$ cat config.mk
export PLATFORM = sky130hd
export DESIGN_NAME = x10_half_bit_receiver
export DESIGN_NICKNAME = d
export VERILOG_FILES = /design/src/hdl/x10hb_pkg.sv /design/src/hdl/x10_half_bit_receiver.sv /design/src/hdl/x10hb_deframer.sv
export SDC_FILE = /design/constraint.sdc
export NUM_CORES = 1
export LEC_CHECK = 0
export BUFFER_PORTS_ARGS = -buffer_cell sky130_fd_sc_hd__buf_2
export CORE_MARGIN = 8
export CORE_UTILIZATION = 30
export CTS_CLUSTER_SIZE = 24
export DETAILED_ROUTE_END_ITERATION = 7
export GPL_ROUTABILITY_DRIVEN = 0
export GPL_TIMING_DRIVEN = 0
export SLEW_MARGIN = 15
export SYNTH_ARGS = -nofsm -noshare
export SYNTH_HDL_FRONTEND = slang
export SYNTH_SLANG_ARGS = --single-unit
$ cat constraint.sdc
create_clock -name clk -period 4.6 [get_ports clk]
set_clock_uncertainty 0.2 [all_clocks]
set_input_delay 0.23 -clock clk [delete_from_list [all_inputs] [get_ports clk]]
set_output_delay 0.23 -clock clk [all_outputs]
set_load 0.02 [all_outputs]
$ cat src/hdl/x10hb_pkg.sv
// Shared types and constants for the X10 half-bit frame receiver.
`default_nettype none

package x10hb_pkg;

	// Width of the reported message field.
	localparam int unsigned MSG_OUT_W = 9;

	// Configuration register width and register indexes.
	localparam int unsigned CFG_W = 4;
	localparam logic CFG_PAUSE_QUIET   = 1'b0;
	localparam logic CFG_RECOVER_QUIET = 1'b1;

	// Register values after reset.
	localparam logic [CFG_W-1:0] PAUSE_QUIET_RESET   = 4'd5;
	localparam logic [CFG_W-1:0] RECOVER_QUIET_RESET = 4'd6;

	// Lead-in closing positions on the first and second copy.
	localparam int unsigned LEADIN_FIRST  = 3;
	localparam int unsigned LEADIN_SECOND = 4;

	// Framing error codes.
	typedef enum logic [1:0] {
		ERR_NONE   = 2'd0,
		ERR_LEADIN = 2'd1,
		ERR_DATA   = 2'd2,
		ERR_PAUSE  = 2'd3
	} err_code_t;

	// Result of one half-bit item.
	typedef struct packed {
		logic                 first_copy_done;
		logic                 message_done;
		logic [MSG_OUT_W-1:0] message;
		logic                 copies_differ;
		logic                 error_now;
		err_code_t            last_error;
	} result_t;

endpackage

`default_nettype wire

$ cat src/hdl/x10_half_bit_receiver.sv
// Top level of the X10 half-bit frame receiver: configuration, deframer and output register.
//
//   Channel  Direction  Handshake            Payload
//   in       input      in_valid / in_stall  half_bit
//   out      output     out_valid/out_stall  first_copy_done, message_done, message,
//                                            copies_differ, error_now, last_error
//   cfg      input      cfg_we               cfg_index, cfg_data
//
// One item is accepted per cycle unless stalled; its result appears in the output register
// on the next cycle, held by the single output register after the deframer logic.
// The input is stalled only while the output register holds a result that is itself stalled.
// Reset clears the deframer to idle and loads the quiet counts with 5 and 6.
`default_nettype none

module x10_half_bit_receiver import x10hb_pkg::*; #(
	parameter int unsigned MESSAGE_BITS = 9
) (
	input  wire logic                 clk,
	input  wire logic                 arst_n,
	input  wire logic                 in_valid,
	output logic                      in_stall,
	input  wire logic                 half_bit,
	output logic                      out_valid,
	input  wire logic                 out_stall,
	output logic                      first_copy_done,
	output logic                      message_done,
	output logic [MSG_OUT_W-1:0]      message,
	output logic                      copies_differ,
	output logic                      error_now,
	output logic [1:0]                last_error,
	input  wire logic                 cfg_we,
	input  wire logic                 cfg_index,
	input  wire logic [CFG_W-1:0]     cfg_data
);

	logic             accept;
	logic [CFG_W-1:0] pause_quiet_q;
	logic [CFG_W-1:0] recover_quiet_q;
	result_t          result;
	result_t          result_q;
	logic             out_valid_q;

	// Handshake: the output register frees up in the same cycle it is taken.
	assign in_stall = out_valid_q & out_stall;
	assign accept   = in_valid & ~in_stall;

	// Configuration registers.
	always_ff @(posedge clk or negedge arst_n) begin
		if (!arst_n) begin
			pause_quiet_q   <= PAUSE_QUIET_RESET;
			recover_quiet_q <= RECOVER_QUIET_RESET;
		end else if (cfg_we) begin
			unique case (cfg_index)
				CFG_PAUSE_QUIET:   pause_quiet_q   <= cfg_data;
				CFG_RECOVER_QUIET: recover_quiet_q <= cfg_data;
				default: begin
				end
			endcase
		end
	end

	x10hb_deframer #(
		.MESSAGE_BITS(MESSAGE_BITS)
	) u_deframer (
		.clk                (clk),
		.arst_n             (arst_n),
		.step               (accept),
		.half_bit           (half_bit),
		.pause_quiet_count  (pause_quiet_q),
		.recover_quiet_count(recover_quiet_q),
		.result             (result)
	);

	// Output valid flag.
	always_ff @(posedge clk or negedge arst_n) begin
		if (!arst_n) begin
			out_valid_q <= 1'b0;
		end else if (accept) begin
			out_valid_q <= 1'b1;
		end else if (!out_stall) begin
			out_valid_q <= 1'b0;
		end
	end

	// Output payload register.
	always_ff @(posedge clk) begin
		if (accept) begin
			result_q <= result;
		end
	end

	assign out_valid       = out_valid_q;
	assign first_copy_done = result_q.first_copy_done;
	assign message_done    = result_q.message_done;
	assign message         = result_q.message;
	assign copies_differ   = result_q.copies_differ;
	assign error_now       = result_q.error_now;
	assign last_error      = result_q.last_error;

endmodule

`default_nettype wire

$ cat src/hdl/x10hb_deframer.sv
// Deframing state machine: lead-in check, data pair decode, pause and error recovery.
`default_nettype none

module x10hb_deframer import x10hb_pkg::*; #(
	parameter int unsigned MESSAGE_BITS = 9
) (
	input  wire logic             clk,
	input  wire logic             arst_n,
	input  wire logic             step,
	input  wire logic             half_bit,
	input  wire logic [CFG_W-1:0] pause_quiet_count,
	input  wire logic [CFG_W-1:0] recover_quiet_count,
	output result_t               result
);

	localparam int unsigned FRAME_HALVES = 2 * MESSAGE_BITS;
	localparam int unsigned CNT_MAX = (FRAME_HALVES > 31) ? FRAME_HALVES : 31;
	localparam int unsigned CNT_W = $clog2(CNT_MAX + 1);

	typedef enum logic [2:0] {
		PH_IDLE     = 3'd0,
		PH_START    = 3'd1,
		PH_DATA     = 3'd2,
		PH_PAUSE    = 3'd3,
		PH_ERROR    = 3'd4,
		PH_SUPPRESS = 3'd5
	} phase_t;

	phase_t                  phase_q, phase_d;
	logic [CNT_W-1:0]        cnt_q, cnt_d, cnt_inc;
	logic [MESSAGE_BITS-1:0] shift_q, shift_d;
	logic [MESSAGE_BITS-1:0] first_q, first_d;
	logic                    first_pass_q, first_pass_d;
	err_code_t               err_q, err_d;

	logic [MESSAGE_BITS:0]   shift_in;
	logic [MESSAGE_BITS-1:0] msg_word;
	logic [MSG_OUT_W-1:0]    msg_out;
	logic                    first_done, msg_done, differ, err_now;
	logic [CNT_W-1:0]        pause_ext, recover_ext;

	// Saturating half-bit counter and widened quiet thresholds.
	assign cnt_inc     = (cnt_q < CNT_W'(CNT_MAX)) ? cnt_q + CNT_W'(1) : cnt_q;
	assign pause_ext   = CNT_W'(pause_quiet_count);
	assign recover_ext = CNT_W'(recover_quiet_count);
	assign shift_in    = {shift_q, half_bit};

	// Next state and result for the current half-bit.
	always_comb begin
		phase_d      = phase_q;
		cnt_d        = cnt_inc;
		shift_d      = shift_q;
		first_d      = first_q;
		first_pass_d = first_pass_q;
		err_d        = err_q;
		msg_word     = '0;
		first_done   = 1'b0;
		msg_done     = 1'b0;
		differ       = 1'b0;
		err_now      = 1'b0;
		unique case (phase_q)
			PH_IDLE: begin
				cnt_d = '0;
				if (half_bit) begin
					phase_d      = PH_START;
					err_d        = ERR_NONE;
					first_pass_d = 1'b1;
				end
			end
			PH_START: begin
				if (!half_bit) begin
					if (cnt_inc == (first_pass_q ? CNT_W'(LEADIN_FIRST)
							: CNT_W'(LEADIN_SECOND))) begin
						phase_d = PH_DATA;
						cnt_d   = '0;
						shift_d = '0;
					end else begin
						phase_d = PH_ERROR;
						err_d   = ERR_LEADIN;
						err_now = 1'b1;
					end
				end
			end
			PH_DATA: begin
				// First half of a pair carries the bit; second half must be its complement.
				if (cnt_inc[0] == 1'b0 && shift_q[0] == half_bit) begin
					phase_d = PH_ERROR;
					err_d   = ERR_DATA;
					err_now = 1'b1;
				end else begin
					if (cnt_inc[0]) begin
						shift_d = shift_in[MESSAGE_BITS-1:0];
					end
					if (cnt_inc == CNT_W'(FRAME_HALVES)) begin
						cnt_d = '0;
						if (first_pass_q) begin
							phase_d      = PH_START;
							first_pass_d = 1'b0;
							first_d      = shift_d;
							first_done   = 1'b1;
							msg_word     = shift_d;
							shift_d      = '0;
						end else begin
							phase_d = PH_PAUSE;
						end
					end
				end
			end
			PH_PAUSE: begin
				if (half_bit) begin
					phase_d = PH_ERROR;
					err_d   = ERR_PAUSE;
					err_now = 1'b1;
				end else if (cnt_inc >= pause_ext) begin
					phase_d  = PH_IDLE;
					msg_done = 1'b1;
					msg_word = shift_q;
					differ   = (shift_q != first_q);
				end
			end
			PH_ERROR, PH_SUPPRESS: begin
				// A one restarts the quiet run; the error item itself counts from zero.
				if (half_bit) begin
					cnt_d   = '0;
					phase_d = PH_SUPPRESS;
				end else if (phase_q == PH_ERROR) begin
					cnt_d   = '0;
					phase_d = (recover_ext == '0) ? PH_IDLE : PH_SUPPRESS;
				end else if (cnt_inc >= recover_ext) begin
					phase_d = PH_IDLE;
				end
			end
			default: begin
				phase_d = PH_IDLE;
			end
		endcase
	end

	// Fit the message into the fixed output width.
	generate
		if (MESSAGE_BITS >= MSG_OUT_W) begin : g_msg_trunc
			assign msg_out = msg_word[MSG_OUT_W-1:0];
		end else begin : g_msg_ext
			assign msg_out = {{(MSG_OUT_W - MESSAGE_BITS){1'b0}}, msg_word};
		end
	endgenerate

	assign result.first_copy_done = first_done;
	assign result.message_done    = msg_done;
	assign result.message         = msg_out;
	assign result.copies_differ   = differ;
	assign result.error_now       = err_now;
	assign result.last_error      = err_d;

	// State registers advance once per accepted item.
	always_ff @(posedge clk or negedge arst_n) begin
		if (!arst_n) begin
			phase_q      <= PH_IDLE;
			cnt_q        <= '0;
			shift_q      <= '0;
			first_q      <= '0;
			first_pass_q <= 1'b1;
			err_q        <= ERR_NONE;
		end else if (step) begin
			phase_q      <= phase_d;
			cnt_q        <= cnt_d;
			shift_q      <= shift_d;
			first_q      <= first_d;
			first_pass_q <= first_pass_d;
			err_q        <= err_d;
		end
	end

endmodule

`default_nettype wire

==> summary.txt, run 1 <==
Routing
  – DR vias: 2386
  – Vias per cell: 5.066
  – DRC: 0
  – Iter 0 DRT Violations: 161
  – ANT nets after route: 0
  – First-pass DRT Iterations: 5
  – Wirelength, routed: 6817 µm
  – Drt wl/cell: 14.47 µm

Layout
  – ANT cells: 0
  – Final instance area: 3508 µm²
  – Share of layout cells above drive strength 1: 0.2130
  – Fin cells: 471
  – Final #Nets: 356
  – Final Core Density: 0.3573
  – Layout area overhead: 15.63%

Worst setup path
  – Max stage delay cell, worst path: o41ai_2
  – Crit path largest cell delay: 0.75 ns
  – Crit path cell chain: buf_4 > nand4_1 > nand2_1 > inv_2 > ha_1 > nand2b_1 > a21oi_1 > nor4_1 > o41ai_2 > o31ai_2 > a22o_1
  – Worst setup EP type: register
  – CP startpoint: u_deframer.cnt_q[2]
  – R2R depth: 11
  – Worst-path fanout max: 10
  – Critical R2R Launch: u_deframer.cnt_q[2]
  – Worst setup path class: reg -> reg
  – Data arrival time at the worst-slack endpoint: 3.80 ns
  – CP Data Required Time: 4.48 ns
  – Startpoint Class: register

Hold path
  – Hold_sp: cfg_index
  – Hold Path Class: in -> reg
  – WHS Path Cells: 4

Placement
  – Dpl cells: 456
  – DP HPWL: 4920 µm
  – Placed inst area: 3336 µm²
  – PortBufs: 27
  – Place WS: 0.2949 ns

Run status
  – Status: finished, final reports clean

Logic synthesis
  – Synth cell types: 61
  – Syn Inst Count: 296
  – Synth top area share: 0.2722
  – Synth area leader: dfrtp_1
  – Largest cells by area after synthesis: dfrtp_1, edfxtp_1, a22o_1
  – EDFF count, synth: 15
  – Yosys warns: 0
  – Mapped cell area: 3034 µm²
  – Mapped Avg Cell Area: 10.25 µm²
  – Most used DFF post-synth: dfrtp_1
  – Sequential share of the synthesized area: 0.4639
  – Async S/R FF share, synth: 0.7170
  – Post-Syn Nets: 315
  – Yosys reg bits: 53

Timing
  – Setup TNS Final: 0 ns
  – RSZ-0062 raised after global routing: false
  – Post-layout min period: 3.921 ns
  – Final WS setup: 0.6787 ns
  – Final Hold Viols: 0
  – Fin. max-slew vios: 0
  – Relative slew slack: 0.3029
  – Worst Max-Slew Pin Slew: 1.039 ns
  – Final setup violation count: 0
  – Fin crit share: 0.8525
  – Max Freq: 0.2550 GHz
  – Hold Slack: 0.06391 ns

Global route
  – Largest net degree at the start of global routing: 39
  – First-pass GRT wire length: 11160 µm
  – Grt ovf: 0
  – Total track usage: 0.1042
  – Initial antenna violation count: 0
  – Vias in the first global route: 2208

Clock network
  – H-tree Lvls: 2
  – CTS Buffer Depth: 2
  – Clock transition at path regs: 0.12 ns
  – CTS Buf Count: 5
  – Clock sink total: 53
  – Clk_lat worst skew: 0.33 ns
  – CTS root buf: clkbuf_8
  – CTS tree: done

Pwr
  – P_int: 0.9098 mW
  – Pwr Total: 1.485 mW
  – Switching portion of total power: 0.3872
  – Leakage power: 1.496 nW
  – Net switching power figure: 0.5748 mW
  – Pwr/cell area: 423.1 nW/µm²
  – Clk pwr share: 0.193
  – Sequential power share: 0.400
  – Worst vdd ir: 0.0001549 V
  – Comb pwr share: 0.408

Floorplanning
  – Die H: 116.6 µm
  – Row count: 36
  – # IOs: 28
  – Core footprint: 9819 µm²
  – Die W: 116.6 µm
  – Initial Util: 0.3090
  – Die ar.: 13590 µm²

Run
  – Max-Cap Viols: 0
==> worst max-delay path, delay by kind of cell (launching register included) <==
kind,cells,cell delay [ns]
simple gates,4,0.80
fa+ha+maj,1,0.31
flops,1,0.34
buf+inv,2,0.37
compound gates,4,1.63
==> power by group through the flow <==
stage	clock, mW	combinational (mW)	sequential (mW)
after floorplan	0	0.443	0.609
final	0.286	0.605	0.593
after detailed placement	0	0.596	0.604
after global placement	0	0.586	0.601
after CTS	0.295	0.604	0.594
after global routing	0.318	0.670	0.600
==> layout by cell type, fill, tap and decap left out, types with 10 or more instances in the layout <==
cell and instances:
buf_2 29, o21ai_0 16, inv_1 12, nand2_1 28, nor2_1 20, dfrtp_1 33
edfxtp_1 15, a21oi_1 12, a22o_1 20, nand2b_1 10
==> cell usage after synthesis (4+ instances only) <==
| library cell | n |
|---|---|
| dfrtp_1 | 33 |
| nand2_1 | 28 |
| mux2_2 | 8 |
| a21oi_1 | 12 |
| o21ai_0 | 16 |
| nor2_1 | 20 |
| nand3_1 | 5 |
| nand2b_1 | 10 |
| a31oi_1 | 7 |
| edfxtp_1 | 15 |
| dfstp_2 | 5 |
| inv_1 | 12 |
| clkbuf_1 | 5 |
| nand4_1 | 6 |
| xnor2_1 | 8 |
| mux2i_1 | 8 |
| o31ai_1 | 4 |
| a22o_1 | 20 |
| ha_1 | 8 |
| buf_6 | 7 |
==> layer usage <==
metal	vias up	share of wire	wire (µm)	track usage
met3	7	0.061	419	0.01965
met5	-	0	0	0
met1	1147	0.49	3356	0.1489
li1	1161	-	-	-
met2	71	0.43	2958	0.1506
met4	0	0.012	82	0.04096
==> registers in the layout, summed over array words and instances, names as in the netlist, 2 cells and up <==
register	cells
message	9
u_deframer.first_q	9
u_deframer.shift_q	9
u_deframer.cnt_q	5
pause_quiet_q	4
recover_quiet_q	4
u_deframer.phase_q	3
last_error	2
u_deframer.err_q	2
==> final timing paths <==
check | slack (ns) | to
min in group asynchronous | 0.36 | u_deframer.cnt_q[3]
worst max register to register | 0.68 | message[7]
max in group asynchronous | 3.28 | u_deframer.cnt_q[1]
worst min-delay path | 0.06 | pause_quiet_q[3]
worst max-delay path | 0.68 | message[7]
worst min register to register | 0.31 | u_deframer.err_q[1]
==> logic make-up after synthesis <==
kind of cell,synth area share
AOI/OAI and AO/OA,0.1942
xor gates and xnor gates,0.03176
adders and majority gates,0.03629
buffers and inverters,0.06598
DFF,0.4639
muxes,0.05608
and+or+nand+nor,0.1518
==> layout make-up <==
| type | instances | area [µm²] |
|---|---|---|
| buffer | 21 | 147.6 |
| fill | 1020 | 6311 |
| multi-input combinational | 208 | 1434 |
| clock buffer | 5 | 68.82 |
| inverter | 14 | 52.55 |
| tap | 133 | 166.4 |
| clock inverter | 3 | 26.28 |
| timing repair buffer | 34 | 205.2 |
| sequential | 53 | 1408 |
==> repair_timing <==
item / 4_1_cts / 5_1_grt
endpoints found under the hold margin: 42 / 0
resized for setup: 0 / 0
hold buffers: 7 / 0
setup buffers: 0 / 0
Power figures use the tool's default switching activity.
==> inputs of run 2 (changes only) <==
--- a/config.mk
+++ b/config.mk
@@ -5,6 +5,7 @@
 export SDC_FILE = /design/constraint.sdc
 export NUM_CORES = 1
 export LEC_CHECK = 0
+export ABC_AREA = 1
 export BUFFER_PORTS_ARGS = -buffer_cell sky130_fd_sc_hd__buf_2
 export CORE_MARGIN = 8
 export CORE_UTILIZATION = 30
==> summary.txt, run 2 <==
Clock network
  – CTS Buffer Depth: 2
  – H-tree Lvls: 2
  – CTS root buf: clkbuf_8
  – Clk_lat worst skew: 0.32 ns
  – CTS Buf Count: 5
  – Post-CTS Resized: 0
  – Clock sink total: 53
  – Clock transition at path regs: 0.11 ns
  – CTS tree: done
  – Setup repair bufs after CTS: 0

Layout
  – Final #Nets: 462
  – ANT cells: 0
  – Most common cell after layout, fill and taps aside: nand2_1
  – Most frequent cells in the layout: nand2_1, inv_1, o21ai_0
  – Share of layout cells above drive strength 1: 0.2005
  – Final Core Density: 0.3541
  – Fill cell count: 1112
  – FF/Latch Area: 1408 µm²
  – Multi-input logic area: 1498 µm²
  – Layout area overhead: 14.56%

Logic synthesis
  – Top cells by count, synth: nand2_1, inv_1, o21ai_0
  – Async S/R FF share, synth: 0.7170
  – Synth cell types: 34
  – Yosys warns: 0
  – Most used DFF post-synth: dfrtp_1
  – Synth top area share: 0.2576
  – Post-Syn Nets: 422
  – Yosys reg bits: 53
  – Syn Inst Count: 403
  – Mapped cell area: 3206 µm²
  – Synth area leader: dfrtp_1
  – Mapped Avg Cell Area: 7.954 µm²
  – Most common cell in the netlist: nand2_1
  – Largest cells by area after synthesis: dfrtp_1, edfxtp_1, nand2_1
  – EDFF count, synth: 15
  – Sequential share of the synthesized area: 0.4391

Floorplanning
  – Die W: 119.4 µm
  – Die ar.: 14250 µm²
  – Row count: 37
  – # IOs: 28
  – Die H: 119.4 µm
  – Core footprint: 10370 µm²
  – Initial Util: 0.3091

Timing
  – Fin crit share: 0.6523
  – Final Hold Viols: 0
  – Post-layout min period: 3.000 ns
  – Fin. max-slew vios: 0
  – Relative slew slack: 0.4060
  – Worst Max-Slew Pin Slew: 0.8910 ns
  – Setup TNS Final: 0 ns
  – Final setup violation count: 0
  – Max Freq: 0.3333 GHz
  – RSZ-0062 raised after global routing: false
  – Final WS setup: 1.600 ns

Worst setup path
  – R2r setup slk: 1.60 ns
  – Worst setup EP type: register
  – Crit path cell chain: inv_2 > nor2_2 > buf_6 > buf_4 > ha_1 > o21ai_0 > nand2_1 > nand2_1 > nand2_1 > nand2_1 > nand2_1 > nand2_1 > inv_1 > nand2_1 > nand2_1
  – Data arrival time at the worst-slack endpoint: 2.89 ns
  – CP Data Required Time: 4.49 ns
  – Critical R2R Launch: u_deframer.cnt_q[0]
  – Startpoint Class: register
  – Reg-to-Reg End: message[7]
  – R2R depth: 15
  – Max stage delay cell, worst path: dfrtp_1
  – Worst setup path class: reg -> reg
  – Top cell by count, worst path: nand2_1
  – Crit path largest cell delay: 0.57 ns
  – Worst-path fanout max: 11

Pwr
  – P_int: 0.8533 mW
  – Comb pwr share: 0.405
  – Pwr/cell area: 402.7 nW/µm²
  – Clk pwr share: 0.197
  – Switching portion of total power: 0.4230
  – Leakage power: 1.782 nW
  – Sequential power share: 0.398
  – Worst vdd ir: 0.0001373 V
  – Net switching power figure: 0.6256 mW

Routing
  – Drt wl/cell: 12.90 µm
  – DRC: 0
  – Vias per cell: 4.643
  – ANT nets after route: 0
  – First-pass DRT Iterations: 5
  – DR vias: 2693
  – Wirelength, routed: 7482 µm
  – Iter 0 DRT Violations: 212

Global route
  – Vias in the first global route: 2653
  – Initial antenna violation count: 0
  – Grt ovf: 0
  – Total track usage: 0.1084
  – Largest net degree at the start of global routing: 39
  – First-pass GRT wire length: 12830 µm

Hold path
  – WHS Path Cells: 4
  – Hold Path Class: in -> reg
  – WHS Endpoint: pause_quiet_q[0]
  – Hold_sp: cfg_we

Run status
  – Status: finished, final reports clean

Placement
  – PortBufs: 26
  – Place WS: 1.600 ns
  – DP HPWL: 5475 µm

Run
  – Max-Cap Viols: 0
run 2: cell types whose count changed after synthesis, sizes merged, moves of 7 or more:
cell and delta:
nand2b -10, nand3 +22, a21oi -7, mux2 -8, mux2i -8, nand2 +108
a31oi -7, a22o -20, inv +48, o21ai +40, clkbuf -7
run 2: critical path: cells and delay by family, from the launching register on:
| family | cells | cell delay (ns) |
|---|---|---|
| adder cells (fa/ha/maj) | 1 | 0.25 |
| AND/OR/NAND/NOR | 9 | 0.96 |
| AO/OA/AOI/OAI | 1 | 0.24 |
| flip-flops | 1 | 0.57 |
| buffers and inverters | 4 | 0.56 |
run 2: worst max path at each step:
stage | slack (ns) | end | start | cells after the start
2_1_floorplan | 2.13 | message[7] | u_deframer.cnt_q[2] | 16
4_1_cts | 1.58 | message[7] | u_deframer.cnt_q[0] | 15
5_1_grt | 1.35 | message[7] | u_deframer.cnt_q[0] | 15
6_report | 1.60 | message[7] | u_deframer.cnt_q[0] | 15
3_5_place_dp | 1.60 | message[7] | u_deframer.cnt_q[0] | 15
3_3_place_gp | 1.62 | message[7] | u_deframer.cnt_q[0] | 15
run 2: cells by family after synthesis:
group	after synthesis	synth area share
simple gates	199	0.3005
flops	53	0.4391
buf+inv	71	0.09367
compound gates	68	0.1245
fa+ha+maj	8	0.03123
xor+xnor	4	0.01093
run 2: stage by stage:
stage                     hold slack [ns]  instances  cell area [µm²]  power, mW
after floorplan                   -0.2656        403             3206      1.041
after global placement             0.2083        565             3506      1.172
after detailed placement           0.2183        565             3506      1.185
after CTS                          0.1024        580             3671      1.484
after global routing               0.1500        580             3672      1.595
final                              0.1048        580             3672      1.479
run 2: routing by layer:
metal	GRT usage	routed length [µm]	share of wire
met1	0.1411	3440	0.46
met3	0.01653	364	0.049
met4	0.04137	139	0.019
met2	0.1777	3537	0.47
met5	0	0	0
run 2: area by class of cell:
cell class              instances  area share
multi-input cells             279      0.4078
flip-flops and latches         53      0.3833
inverters                      62     0.06337
repair buffers                 33     0.05451
well taps                     136     0.04634
clock buffers                   5     0.01874
plain buffers                   9     0.01874
clock inverters                 3    0.007155
run 2: what timing repair did:
action,in CTS,in global routing
endpoints found under the setup margin,0,0
hold buffers,7,0
endpoints found under the hold margin,40,0
run 2: power groups by stage:
stage | clock, mW | sequential (mW) | combinational, mW
after floorplan | 0 | 0.598 | 0.443
after global placement | 0 | 0.596 | 0.576
after detailed placement | 0 | 0.598 | 0.587
after CTS | 0.298 | 0.589 | 0.597
after global routing | 0.316 | 0.596 | 0.683
final | 0.292 | 0.588 | 0.599
